===== src/rtl/ffpra_pkg.sv =====
// shared types and constants of the fifo fill rate adapter
`default_nettype none

package ffpra_pkg;

    typedef enum logic [3:0] {
        ST_IDLE,
        ST_PREP,
        ST_DIV,
        ST_SIGN,
        ST_MUL_P,
        ST_MUL_I,
        ST_ACC,
        ST_ROUND,
        ST_CLAMP,
        ST_MUL_R,
        ST_UPDATE,
        ST_DONE
    } state_t;

    typedef logic [0:0] cfg_index_t;

    localparam cfg_index_t REG_NOMINAL  = 1'b0;
    localparam cfg_index_t REG_CAPACITY = 1'b1;

    localparam logic [17:0] NOMINAL_RESET  = 18'd48000;
    localparam logic [15:0] CAPACITY_RESET = 16'd512;

    // gains and band in q0.24
    localparam logic signed [25:0] GAIN_KP  = 26'sd50332;
    localparam logic signed [25:0] GAIN_KI  = 26'sd3355;
    localparam logic signed [25:0] Q24_ONE  = 26'sd16777216;
    localparam logic        [18:0] BAND_Q24 = 19'd335544;

    localparam int INTEGRAL_LIMIT = 50;

    localparam logic        [17:0] RATE_MAX      = 18'd262143;
    localparam logic        [43:0] RATE_HALF     = 44'd8388608;
    localparam logic signed [19:0] RATE_STEP_MIN = 20'sd4;

endpackage

`default_nettype wire


===== src/rtl/ffpra_div.sv =====
// restoring divider, one quotient bit per cycle
`default_nettype none

module ffpra_div #(
    parameter int QW = 17,
    parameter int DW = 17
) (
    input  wire logic             clk,
    input  wire logic             rst_n,
    input  wire logic             start,
    input  wire logic [QW+DW-1:0] dividend,
    input  wire logic [DW-1:0]    divisor,
    output logic                  done,
    output logic      [QW-1:0]    quotient
);

    localparam int CW = (QW > 1) ? $clog2(QW) : 1;

    logic          busy_reg;
    logic [CW-1:0] cnt_reg;
    logic [DW-1:0] rem_reg;
    logic [QW-1:0] low_reg;
    logic [DW-1:0] dvs_reg;

    logic [DW:0]   trial;
    logic          trial_ge;
    logic [DW:0]   trial_sub;
    logic [DW-1:0] rem_next;
    logic [QW-1:0] low_next;

    // high part of the dividend is below the divisor, so the quotient fits qw bits
    always_comb
    begin
        trial     = {rem_reg, low_reg[QW-1]};
        trial_ge  = trial >= {1'b0, dvs_reg};
        trial_sub = trial - {1'b0, dvs_reg};
        rem_next  = trial_ge ? trial_sub[DW-1:0] : trial[DW-1:0];
        low_next  = {low_reg[QW-2:0], trial_ge};
    end

    assign done     = busy_reg && (cnt_reg == CW'(QW - 1));
    assign quotient = low_reg;

    always_ff @(posedge clk or negedge rst_n)
    begin
        if (!rst_n)
        begin
            busy_reg <= 1'b0;
            cnt_reg  <= '0;
        end
        else if (start)
        begin
            busy_reg <= 1'b1;
            cnt_reg  <= '0;
        end
        else if (busy_reg)
        begin
            busy_reg <= !done;
            cnt_reg  <= cnt_reg + CW'(1);
        end
    end

    always_ff @(posedge clk)
    begin
        if (start)
        begin
            rem_reg <= dividend[QW+DW-1:QW];
            low_reg <= dividend[QW-1:0];
            dvs_reg <= divisor;
        end
        else if (busy_reg)
        begin
            rem_reg <= rem_next;
            low_reg <= low_next;
        end
    end

endmodule

`default_nettype wire


===== src/rtl/fifo_fill_pi_rate_adapter_unit.sv =====
// top level of the fifo fill pi rate adapter
`default_nettype none

// path: a plain item goes straight to the output step; a regulator item runs a serial divider
//   that forms the FRAC_BITS+1 quotient bits one at a time and makes three passes through one
//   shared multiplier; a fill at or above capacity skips the divide
// flow: one item at a time, a new item taken while the last result still waits in the output
//   register; a sink stall holds the finished item in the done state and the next input waits
// reset: rst_n clears sequencer, counter and integral; nominal and claimed rate 48000, cap 512

module fifo_fill_pi_rate_adapter_unit #(
    parameter int TICK_DIVIDE = 10,
    parameter int FRAC_BITS   = 16
) (
    input  wire logic                  clk,
    input  wire logic                  rst_n,
    // input items
    input  wire logic                  s_tvalid,
    output logic                       s_tready,
    input  wire logic [15:0]           s_tdata,   // [15:0] fifo_fill
    // result items
    output logic                       m_tvalid,
    input  wire logic                  m_tready,
    output logic      [23:0]           m_tdata,   // [17:0] claimed_rate, [23:18] zero
    output logic      [1:0]            m_tuser,   // [0] rate_changed, [1] ticked
    // register writes
    input  wire logic                  cfg_valid,
    output logic                       cfg_ready,
    input  wire ffpra_pkg::cfg_index_t cfg_index,
    input  wire logic [17:0]           cfg_data
);

    import ffpra_pkg::*;

    // widths that follow the fraction size
    localparam int EW  = FRAC_BITS + 2;     // error, q1.f plus sign
    localparam int IW  = FRAC_BITS + 7;     // integral, q6.f plus sign
    localparam int PW  = IW + 26;           // shared multiplier product
    localparam int AW  = FRAC_BITS + 21;    // p+i accumulator
    localparam int QW  = FRAC_BITS + 1;     // divider quotient
    localparam int DW  = 17;                // divider divisor, twice the capacity
    localparam int NW  = QW + DW;
    localparam int MW  = AW - FRAC_BITS;    // rounded adjustment magnitude

    localparam logic        [3:0]    TICK_LAST = 4'(TICK_DIVIDE);
    localparam logic signed [EW-1:0] ERR_ONE   = EW'(2 ** FRAC_BITS);
    localparam logic signed [IW:0]   ISUM_LIM  = (IW + 1)'(INTEGRAL_LIMIT * (2 ** FRAC_BITS));
    localparam logic        [AW-1:0] ROUND_HALF = AW'(2 ** (FRAC_BITS - 1));

    // sequencer
    state_t state_reg;
    state_t state_next;

    // configuration and long-lived state
    logic        [17:0]   nominal_reg;
    logic        [15:0]   cap_reg;
    logic        [3:0]    tick_count_reg;
    logic signed [IW-1:0] integ_reg;
    logic        [17:0]   cur_rate_reg;

    // per-item working registers
    logic        [15:0]   fill_reg;
    logic                 neg_reg;
    logic signed [EW-1:0] err_reg;
    logic signed [PW-1:0] prod_reg;
    logic signed [AW-1:0] acc_reg;
    logic        [MW-1:0] adjmag_reg;
    logic                 adj_neg_reg;
    logic signed [19:0]   adj_reg;
    logic                 changed_reg;
    logic                 ticked_reg;

    // output register
    logic                 m_tvalid_reg;
    logic        [17:0]   out_rate_reg;
    logic                 out_changed_reg;
    logic                 out_ticked_reg;

    // handshake and control decode
    logic in_take;
    logic cfg_take;
    logic idle;
    logic div_start;
    logic out_load;

    // tick counter
    logic [3:0] tick_inc;
    logic       tick_hit;

    // error preparation
    logic          fill_sat;
    logic [16:0]   twice_fill;
    logic          err_neg;
    logic [16:0]   err_mag17;
    logic [NW-1:0] div_dividend;
    logic [DW-1:0] div_divisor;
    logic          div_done;
    logic [QW-1:0] div_q;

    // integral update
    logic signed [IW:0]   integ_sum;
    logic signed [IW-1:0] integ_new;

    // shared multiplier
    logic signed [IW-1:0] mul_a;
    logic signed [25:0]   mul_b;

    // adjustment rounding and clamp
    logic [AW-1:0] acc_abs;
    logic [AW-1:0] acc_rnd;
    logic [18:0]   adj_lim;

    // rate update
    logic        [43:0] rate_sum;
    logic        [19:0] rate_raw;
    logic        [17:0] rate_new;
    logic signed [19:0] rate_diff;
    logic               rate_move;

    assign cfg_ready = 1'b1;
    assign cfg_take  = cfg_valid;
    assign in_take   = s_tvalid && idle;
    assign s_tready  = idle;

    assign m_tvalid = m_tvalid_reg;
    assign m_tdata  = {6'b0, out_rate_reg};
    assign m_tuser  = {out_ticked_reg, out_changed_reg};

    // tick every TICK_DIVIDE-th item
    assign tick_inc = tick_count_reg + 4'd1;
    assign tick_hit = tick_inc >= TICK_LAST;

    // fill at or above capacity saturates the error at +1.0
    always_comb
    begin
        fill_sat     = fill_reg >= cap_reg;
        twice_fill   = {fill_reg, 1'b0};
        err_neg      = twice_fill < {1'b0, cap_reg};
        err_mag17    = err_neg ? ({1'b0, cap_reg} - twice_fill)
                               : (twice_fill - {1'b0, cap_reg});
        // round half away: (2*mag*2^f + cap) / (2*cap)
        div_dividend = NW'({err_mag17[15:0], {(FRAC_BITS + 1){1'b0}}}) + NW'(cap_reg);
        div_divisor  = {cap_reg, 1'b0};
    end

    ffpra_div #(
        .QW (QW),
        .DW (DW)
    ) u_div (
        .clk      (clk),
        .rst_n    (rst_n),
        .start    (div_start),
        .dividend (div_dividend),
        .divisor  (div_divisor),
        .done     (div_done),
        .quotient (div_q)
    );

    // integral with anti-windup clamp
    always_comb
    begin
        integ_sum = (IW + 1)'(integ_reg) + (IW + 1)'(err_reg);
        if (integ_sum > ISUM_LIM)
        begin
            integ_new = IW'(ISUM_LIM);
        end
        else if (integ_sum < -ISUM_LIM)
        begin
            integ_new = IW'(-ISUM_LIM);
        end
        else
        begin
            integ_new = integ_sum[IW-1:0];
        end
    end

    // operand select for the one multiplier
    always_comb
    begin
        unique case (state_reg)
            ST_MUL_P:
            begin
                mul_a = IW'(err_reg);
                mul_b = GAIN_KP;
            end
            ST_MUL_I:
            begin
                mul_a = integ_reg;
                mul_b = GAIN_KI;
            end
            ST_MUL_R:
            begin
                mul_a = IW'($signed({1'b0, nominal_reg}));
                mul_b = Q24_ONE + 26'(adj_reg);
            end
            default:
            begin
                mul_a = '0;
                mul_b = '0;
            end
        endcase
    end

    // adjustment: shift by f rounding half away, then clamp to the band
    always_comb
    begin
        acc_abs = acc_reg[AW-1] ? AW'(-acc_reg) : AW'(acc_reg);
        acc_rnd = acc_abs + ROUND_HALF;
        adj_lim = (adjmag_reg > MW'(BAND_Q24)) ? BAND_Q24 : adjmag_reg[18:0];
    end

    // new rate rounded from q24, saturated, with a dead band that ignores steps below 4 hz
    always_comb
    begin
        rate_sum  = prod_reg[43:0] + RATE_HALF;
        rate_raw  = rate_sum[43:24];
        rate_new  = (rate_raw > 20'(RATE_MAX)) ? RATE_MAX : rate_raw[17:0];
        rate_diff = $signed({2'b00, rate_new}) - $signed({2'b00, cur_rate_reg});
        rate_move = (rate_diff >= RATE_STEP_MIN) || (rate_diff <= -RATE_STEP_MIN);
    end

    // next state
    always_comb
    begin
        state_next = state_reg;
        unique case (state_reg)
            ST_IDLE:
            begin
                if (s_tvalid)
                begin
                    state_next = (tick_hit && (cap_reg != 16'd0)) ? ST_PREP : ST_DONE;
                end
            end
            ST_PREP:   state_next = fill_sat ? ST_MUL_P : ST_DIV;
            ST_DIV:
            begin
                if (div_done)
                begin
                    state_next = ST_SIGN;
                end
            end
            ST_SIGN:   state_next = ST_MUL_P;
            ST_MUL_P:  state_next = ST_MUL_I;
            ST_MUL_I:  state_next = ST_ACC;
            ST_ACC:    state_next = ST_ROUND;
            ST_ROUND:  state_next = ST_CLAMP;
            ST_CLAMP:  state_next = ST_MUL_R;
            ST_MUL_R:  state_next = ST_UPDATE;
            ST_UPDATE: state_next = ST_DONE;
            ST_DONE:
            begin
                if (!m_tvalid_reg || m_tready)
                begin
                    state_next = ST_IDLE;
                end
            end
            default:   state_next = ST_IDLE;
        endcase
    end

    // control decode
    always_comb
    begin
        idle      = 1'b0;
        div_start = 1'b0;
        out_load  = 1'b0;
        unique case (state_reg)
            ST_IDLE: idle      = 1'b1;
            ST_PREP: div_start = !fill_sat;
            ST_DONE: out_load  = !m_tvalid_reg || m_tready;
            default:
            begin
                idle = 1'b0;
            end
        endcase
    end

    // control state
    always_ff @(posedge clk or negedge rst_n)
    begin
        if (!rst_n)
        begin
            state_reg       <= ST_IDLE;
            nominal_reg     <= NOMINAL_RESET;
            cap_reg         <= CAPACITY_RESET;
            tick_count_reg  <= 4'd0;
            integ_reg       <= '0;
            cur_rate_reg    <= NOMINAL_RESET;
            changed_reg     <= 1'b0;
            ticked_reg      <= 1'b0;
            m_tvalid_reg    <= 1'b0;
            out_changed_reg <= 1'b0;
            out_ticked_reg  <= 1'b0;
        end
        else
        begin
            state_reg <= state_next;

            // the user must issue register writes only while idle; the block itself does not enforce it
            if (cfg_take)
            begin
                unique case (cfg_index)
                    REG_NOMINAL:
                    begin
                        nominal_reg  <= cfg_data;
                        cur_rate_reg <= cfg_data;
                    end
                    REG_CAPACITY: cap_reg <= cfg_data[15:0];
                    default:      cap_reg <= cap_reg;
                endcase
            end

            if (in_take)
            begin
                tick_count_reg <= tick_hit ? 4'd0 : tick_inc;
                ticked_reg     <= tick_hit && (cap_reg != 16'd0);
                changed_reg    <= 1'b0;
            end

            if (state_reg == ST_MUL_P)
            begin
                integ_reg <= integ_new;
            end

            if ((state_reg == ST_UPDATE) && rate_move)
            begin
                cur_rate_reg <= rate_new;
                changed_reg  <= 1'b1;
            end

            // output register, loaded when empty or while the sink takes the old item
            if (out_load)
            begin
                m_tvalid_reg    <= 1'b1;
                out_changed_reg <= changed_reg;
                out_ticked_reg  <= ticked_reg;
            end
            else if (m_tready)
            begin
                m_tvalid_reg <= 1'b0;
            end
        end
    end

    // datapath
    always_ff @(posedge clk)
    begin
        if (in_take)
        begin
            fill_reg <= s_tdata;
        end

        if (state_reg == ST_PREP)
        begin
            neg_reg <= err_neg;
            if (fill_sat)
            begin
                err_reg <= ERR_ONE;
            end
        end

        if (state_reg == ST_SIGN)
        begin
            err_reg <= neg_reg ? -$signed({1'b0, div_q}) : $signed({1'b0, div_q});
        end

        if ((state_reg == ST_MUL_P) || (state_reg == ST_MUL_I) || (state_reg == ST_MUL_R))
        begin
            prod_reg <= mul_a * mul_b;
        end

        if (state_reg == ST_MUL_I)
        begin
            acc_reg <= prod_reg[AW-1:0];
        end
        else if (state_reg == ST_ACC)
        begin
            acc_reg <= acc_reg + prod_reg[AW-1:0];
        end

        if (state_reg == ST_ROUND)
        begin
            adjmag_reg  <= acc_rnd[AW-1:FRAC_BITS];
            adj_neg_reg <= acc_reg[AW-1];
        end

        if (state_reg == ST_CLAMP)
        begin
            adj_reg <= adj_neg_reg ? -$signed({1'b0, adj_lim}) : $signed({1'b0, adj_lim});
        end

        if (out_load)
        begin
            out_rate_reg <= cur_rate_reg;
        end
    end

`ifndef ASSERT_OFF
    // a rate change is reported only on a regulator item
    a_changed_needs_tick: assert property (@(posedge clk) disable iff (!rst_n)
        (m_tvalid_reg && out_changed_reg) |-> out_ticked_reg)
        else $error("rate change reported without a regulator run");

    // anti-windup keeps the integral inside its limit
    a_integ_bounded: assert property (@(posedge clk) disable iff (!rst_n)
        (integ_reg <= IW'(ISUM_LIM)) && (integ_reg >= IW'(-ISUM_LIM)))
        else $error("integral outside its limit");

    // the divider finishes only while the sequencer waits for it
    a_div_done_in_div: assert property (@(posedge clk) disable iff (!rst_n)
        div_done |-> (state_reg == ST_DIV))
        else $error("divider done outside the divide step");

    // the claimed rate moves only on a nominal write or a rate update
    a_rate_source: assert property (@(posedge clk) disable iff (!rst_n)
        !$stable(cur_rate_reg) |->
            ($past(state_reg) == ST_UPDATE) ||
            $past(cfg_valid && (cfg_index == REG_NOMINAL)))
        else $error("claimed rate changed without cause");

    // an accepted item either runs the regulator or goes straight to the output
    a_take_path: assert property (@(posedge clk) disable iff (!rst_n)
        (s_tvalid && s_tready) |=> (state_reg == ST_PREP) || (state_reg == ST_DONE))
        else $error("accepted item took no valid path");
`endif

endmodule

`default_nettype wire


===== config.mk =====
export PLATFORM = sky130hd
export DESIGN_NAME = fifo_fill_pi_rate_adapter_unit
export DESIGN_NICKNAME = d
export VERILOG_FILES = /design/src/rtl/ffpra_pkg.sv /design/src/rtl/ffpra_div.sv /design/src/rtl/fifo_fill_pi_rate_adapter_unit.sv
export SDC_FILE = /design/constraint.sdc
export NUM_CORES = 2
export LEC_CHECK = 0
export BUFFER_PORTS_ARGS = -buffer_cell sky130_fd_sc_hd__clkbuf_2
export CAP_MARGIN = 0
export CELL_PAD_IN_SITES_DETAIL_PLACEMENT = 1
export CELL_PAD_IN_SITES_GLOBAL_PLACEMENT = 1
export CORE_MARGIN = 8
export CORE_UTILIZATION = 55
export DETAILED_ROUTE_END_ITERATION = 6
export PLACE_DENSITY = 0.93
export SLEW_MARGIN = 15
export SYNTH_ARGS = -nofsm -noshare
export SYNTH_HDL_FRONTEND = slang
export SYNTH_SLANG_ARGS = --single-unit

===== constraint.sdc =====
create_clock -name clk -period 13.6 [get_ports clk]
set_input_delay 0.68 -clock clk [delete_from_list [all_inputs] [get_ports clk]]
set_output_delay 0.68 -clock clk [all_outputs]
set_load 0.03 [all_outputs]

==> run metrics <==
dominant synthesized flop cell edfxtp_1; Resize count post-CTS 0; clk slew on worst S/H paths around 0.07 ns; drt wl/cell around 31 um; top-level I/O count 69; Post-synth EDFFs roughly 230; fmax 91.6 MHz; synthesized area per cell slightly above 9 um^2; CTS root buffer clkbuf_16; endpoints failing setup 0; Final Cycle Share between 80% and 90%; Synth Register Bits 320; CP Data Required Time 13.91 ns; r2r startpoint state_reg[1]$_DFFE_PN0P_; Layout area overhead 6.74%; Die W around 280 um; Mapped Area ~39000 um^2; GRT overflow 0; Max H-tree Level 2; site row count 97; CTS buffer count 36; die area around 79000 um^2; drt first-iter violations slightly below 5000; R2R depth 27; gr usage total a little over 40%; layout cells sized above 1 around 6.0%; failing checks DRC; Clock Skew between 0.02 and 0.03 ns; wire length of the first global-routing pass 246000 um; Seq/Total Area, Yosys 23.7%; Final Wtd Congestion approximately 0.96; unrepaired setup endpoints after global routing no; top cells by area, synth fa_1, edfxtp_1, ha_1; Die Height 281 um; Initial Utilization 55.4%; setup TNS 0 ns; startpoint class of the critical path register; Final Max Slew Viols 0; Final nets slightly above 5000; Min-Delay Path Class in2async; DR pass1 iterations 7; max FFs per register 44; Worst Path Max Fanout 72; HPWL Detailed approximately 110000 um; drt drc 37; clk_lat worst skew just under 0.6 ns; pin count of the biggest net entering global routing 73; R2R setup slack roughly 2.7 ns; core area between 60000 and 70000 um^2; Cell Pwr Density between 200 and 250 nW/um^2; clock net sink count 320; CTS tree done; reg2reg end prod_reg[40]$_DFFE_PP_; final critical-path required period between 10 and 15 ns; vias after detailed routing between 30000 and 40000; Max-Cap Viols 0; Lkg Pwr about 0.019 uW; Hold Slack 0.00290 ns; final wirelength roughly 160000 um; Max Root-Sink Buffers 3; DR vias/cell ~6.8; postcts setup bufs 0; Antenna Nets Post-Route 0; Slew @ Worst Pin roughly 1.2 ns; asr flop ratio synth 29.4%; vias in the first global route just under 40000; count of cell types in the netlist 81; critical path type reg2reg; Worst VDD drop around 200 uV; Synth top area share around 24%; WP data arrival around 11 ns; hold_buf cts 0; Final Hold Vio Count 0; outcome finished, violations left; initial antenna violation count 12; IO buf count 61; element type at the critical path end register; Finished Core Util just under 60%; YS warnings 0; Yosys top cell by area fa_1; worst rel slew slack between 15 and 20%; gate count after technology mapping about 4300
## worst max-delay path by stage
stage                                  start                     end  slack, ns  depth (start not counted)
detailed placement  state_reg[1]$_DFFE_PN0P_  prod_reg[40]$_DFFE_PP_       3.34                         28
global route        state_reg[0]$_DFFE_PN0P_  prod_reg[40]$_DFFE_PP_       2.50                         27
global placement    state_reg[1]$_DFFE_PN0P_  prod_reg[40]$_DFFE_PP_       3.93                         29
finish              state_reg[1]$_DFFE_PN0P_  prod_reg[40]$_DFFE_PP_       2.68                         27
floorplan           state_reg[3]$_DFFE_PN0P_  prod_reg[40]$_DFFE_PP_       4.69                         32
CTS                 state_reg[1]$_DFFE_PN0P_  prod_reg[40]$_DFFE_PP_       2.98                         29
## synth_stat cells (all sizes together), types with 23 or more instances
master,instances
a21o,75
a21oi,238
a31oi,25
and2,40
buf,31
clkbuf,128
dfrtp,79
edfxtp,226
fa,471
ha,314
inv,751
mux2,23
mux2i,25
nand2,455
nand2b,51
nand3,44
nand4,25
nor2,404
nor2b,29
nor3,50
o21a,31
o21ai,157
o21bai,23
or3,33
xnor2,111
xor2,86
## critical path: stages (launching register included)
cell,delay (ns)
dfrtp_1,0.58
nand2b_1,0.51
nor2_4,0.20
buf_4,0.72
a22oi_1,0.25
nand2_1,0.67
nand2_1,0.24
fa_1,0.53
fa_1,0.58
fa_1,0.61
fa_1,0.62
inv_1,0.08
ha_1,0.31
fa_1,0.58
inv_1,0.07
fa_1,0.57
inv_1,0.07
ha_1,0.40
a21o_1,0.22
a21o_1,0.17
a21oi_1,0.25
a2bb2oi_1,0.26
o31ai_1,0.21
or4b_1,0.60
a31o_2,0.29
o41a_1,0.38
o41ai_1,0.48
xnor2_1,0.12
## per-layer routing
metal	track usage [%]	routed length (um)	vias up	share of wire, %
li1	-	-	14000	-
met1	45.4	52700	17400	32
met2	64.9	73500	3076	45
met3	13.6	20200	1205	12
met4	32.9	16600	10	10
met5	0	56	-	0.034
## cell families after synthesis
group	share of synthesized area (%)
AO/OA/AOI/OAI	12.8
XOR/XNOR	4.46
adder cells (fa/ha/maj)	34.5
buffers and inverters	9.01
flip-flops	23.7
multiplexers	1.32
other	0.0194
AND/OR/NAND/NOR	14.2
## final cells by class
type	instances	area [um^2]
clock buffers	45	1020
well taps	940	1180
repair buffers	101	608
multi-input cells	3073	26300
flip-flops and latches	320	9160
clock inverters	21	180
diodes	2	5.00
inverters	752	2820
fillers	7938	28500
## power breakdown
part | total [uW] | leakage, uW | internal (uW) | switching (uW)
sequential | 2120 | 0.00324 | 1630 | 488
combinational | 6940 | 0.0155 | 2380 | 4560
clock | 1050 | 0.000595 | 563 | 483
## cells in the final DEF, fill, tap and decap left out, types with 25 or more instances in the layout
cell type,count
clkbuf_16,39
or3_1,32
conb_1,53
edfxtp_1,226
fa_1,471
xnor2_1,111
nand2b_1,50
and2_1,39
inv_1,751
clkbuf_2,60
xor2_1,86
dfrtp_1,79
nor2b_1,28
buf_4,41
nand3_1,44
a21oi_1,235
nor3_1,48
a21o_1,75
nor2_1,399
nand2_1,455
ha_1,314
o21a_1,31
o21ai_0,155
nand4_1,25
a31oi_1,25
mux2i_1,25
## stage by stage
step / std cells / setup WS, ns / power, uW / instance area [um^2]
floorplan: 4304 / 4.69 / 6190 / 38900
global placement: 5186 / 3.93 / 7720 / 40100
detailed placement: 5186 / 3.34 / 8250 / 40100
CTS: 5252 / 2.98 / 9720 / 41300
global route: 5252 / 2.50 / 10500 / 41300
finish: 5254 / 2.68 / 10100 / 41300
Note: power is estimated with default switching activity, not from simulation.
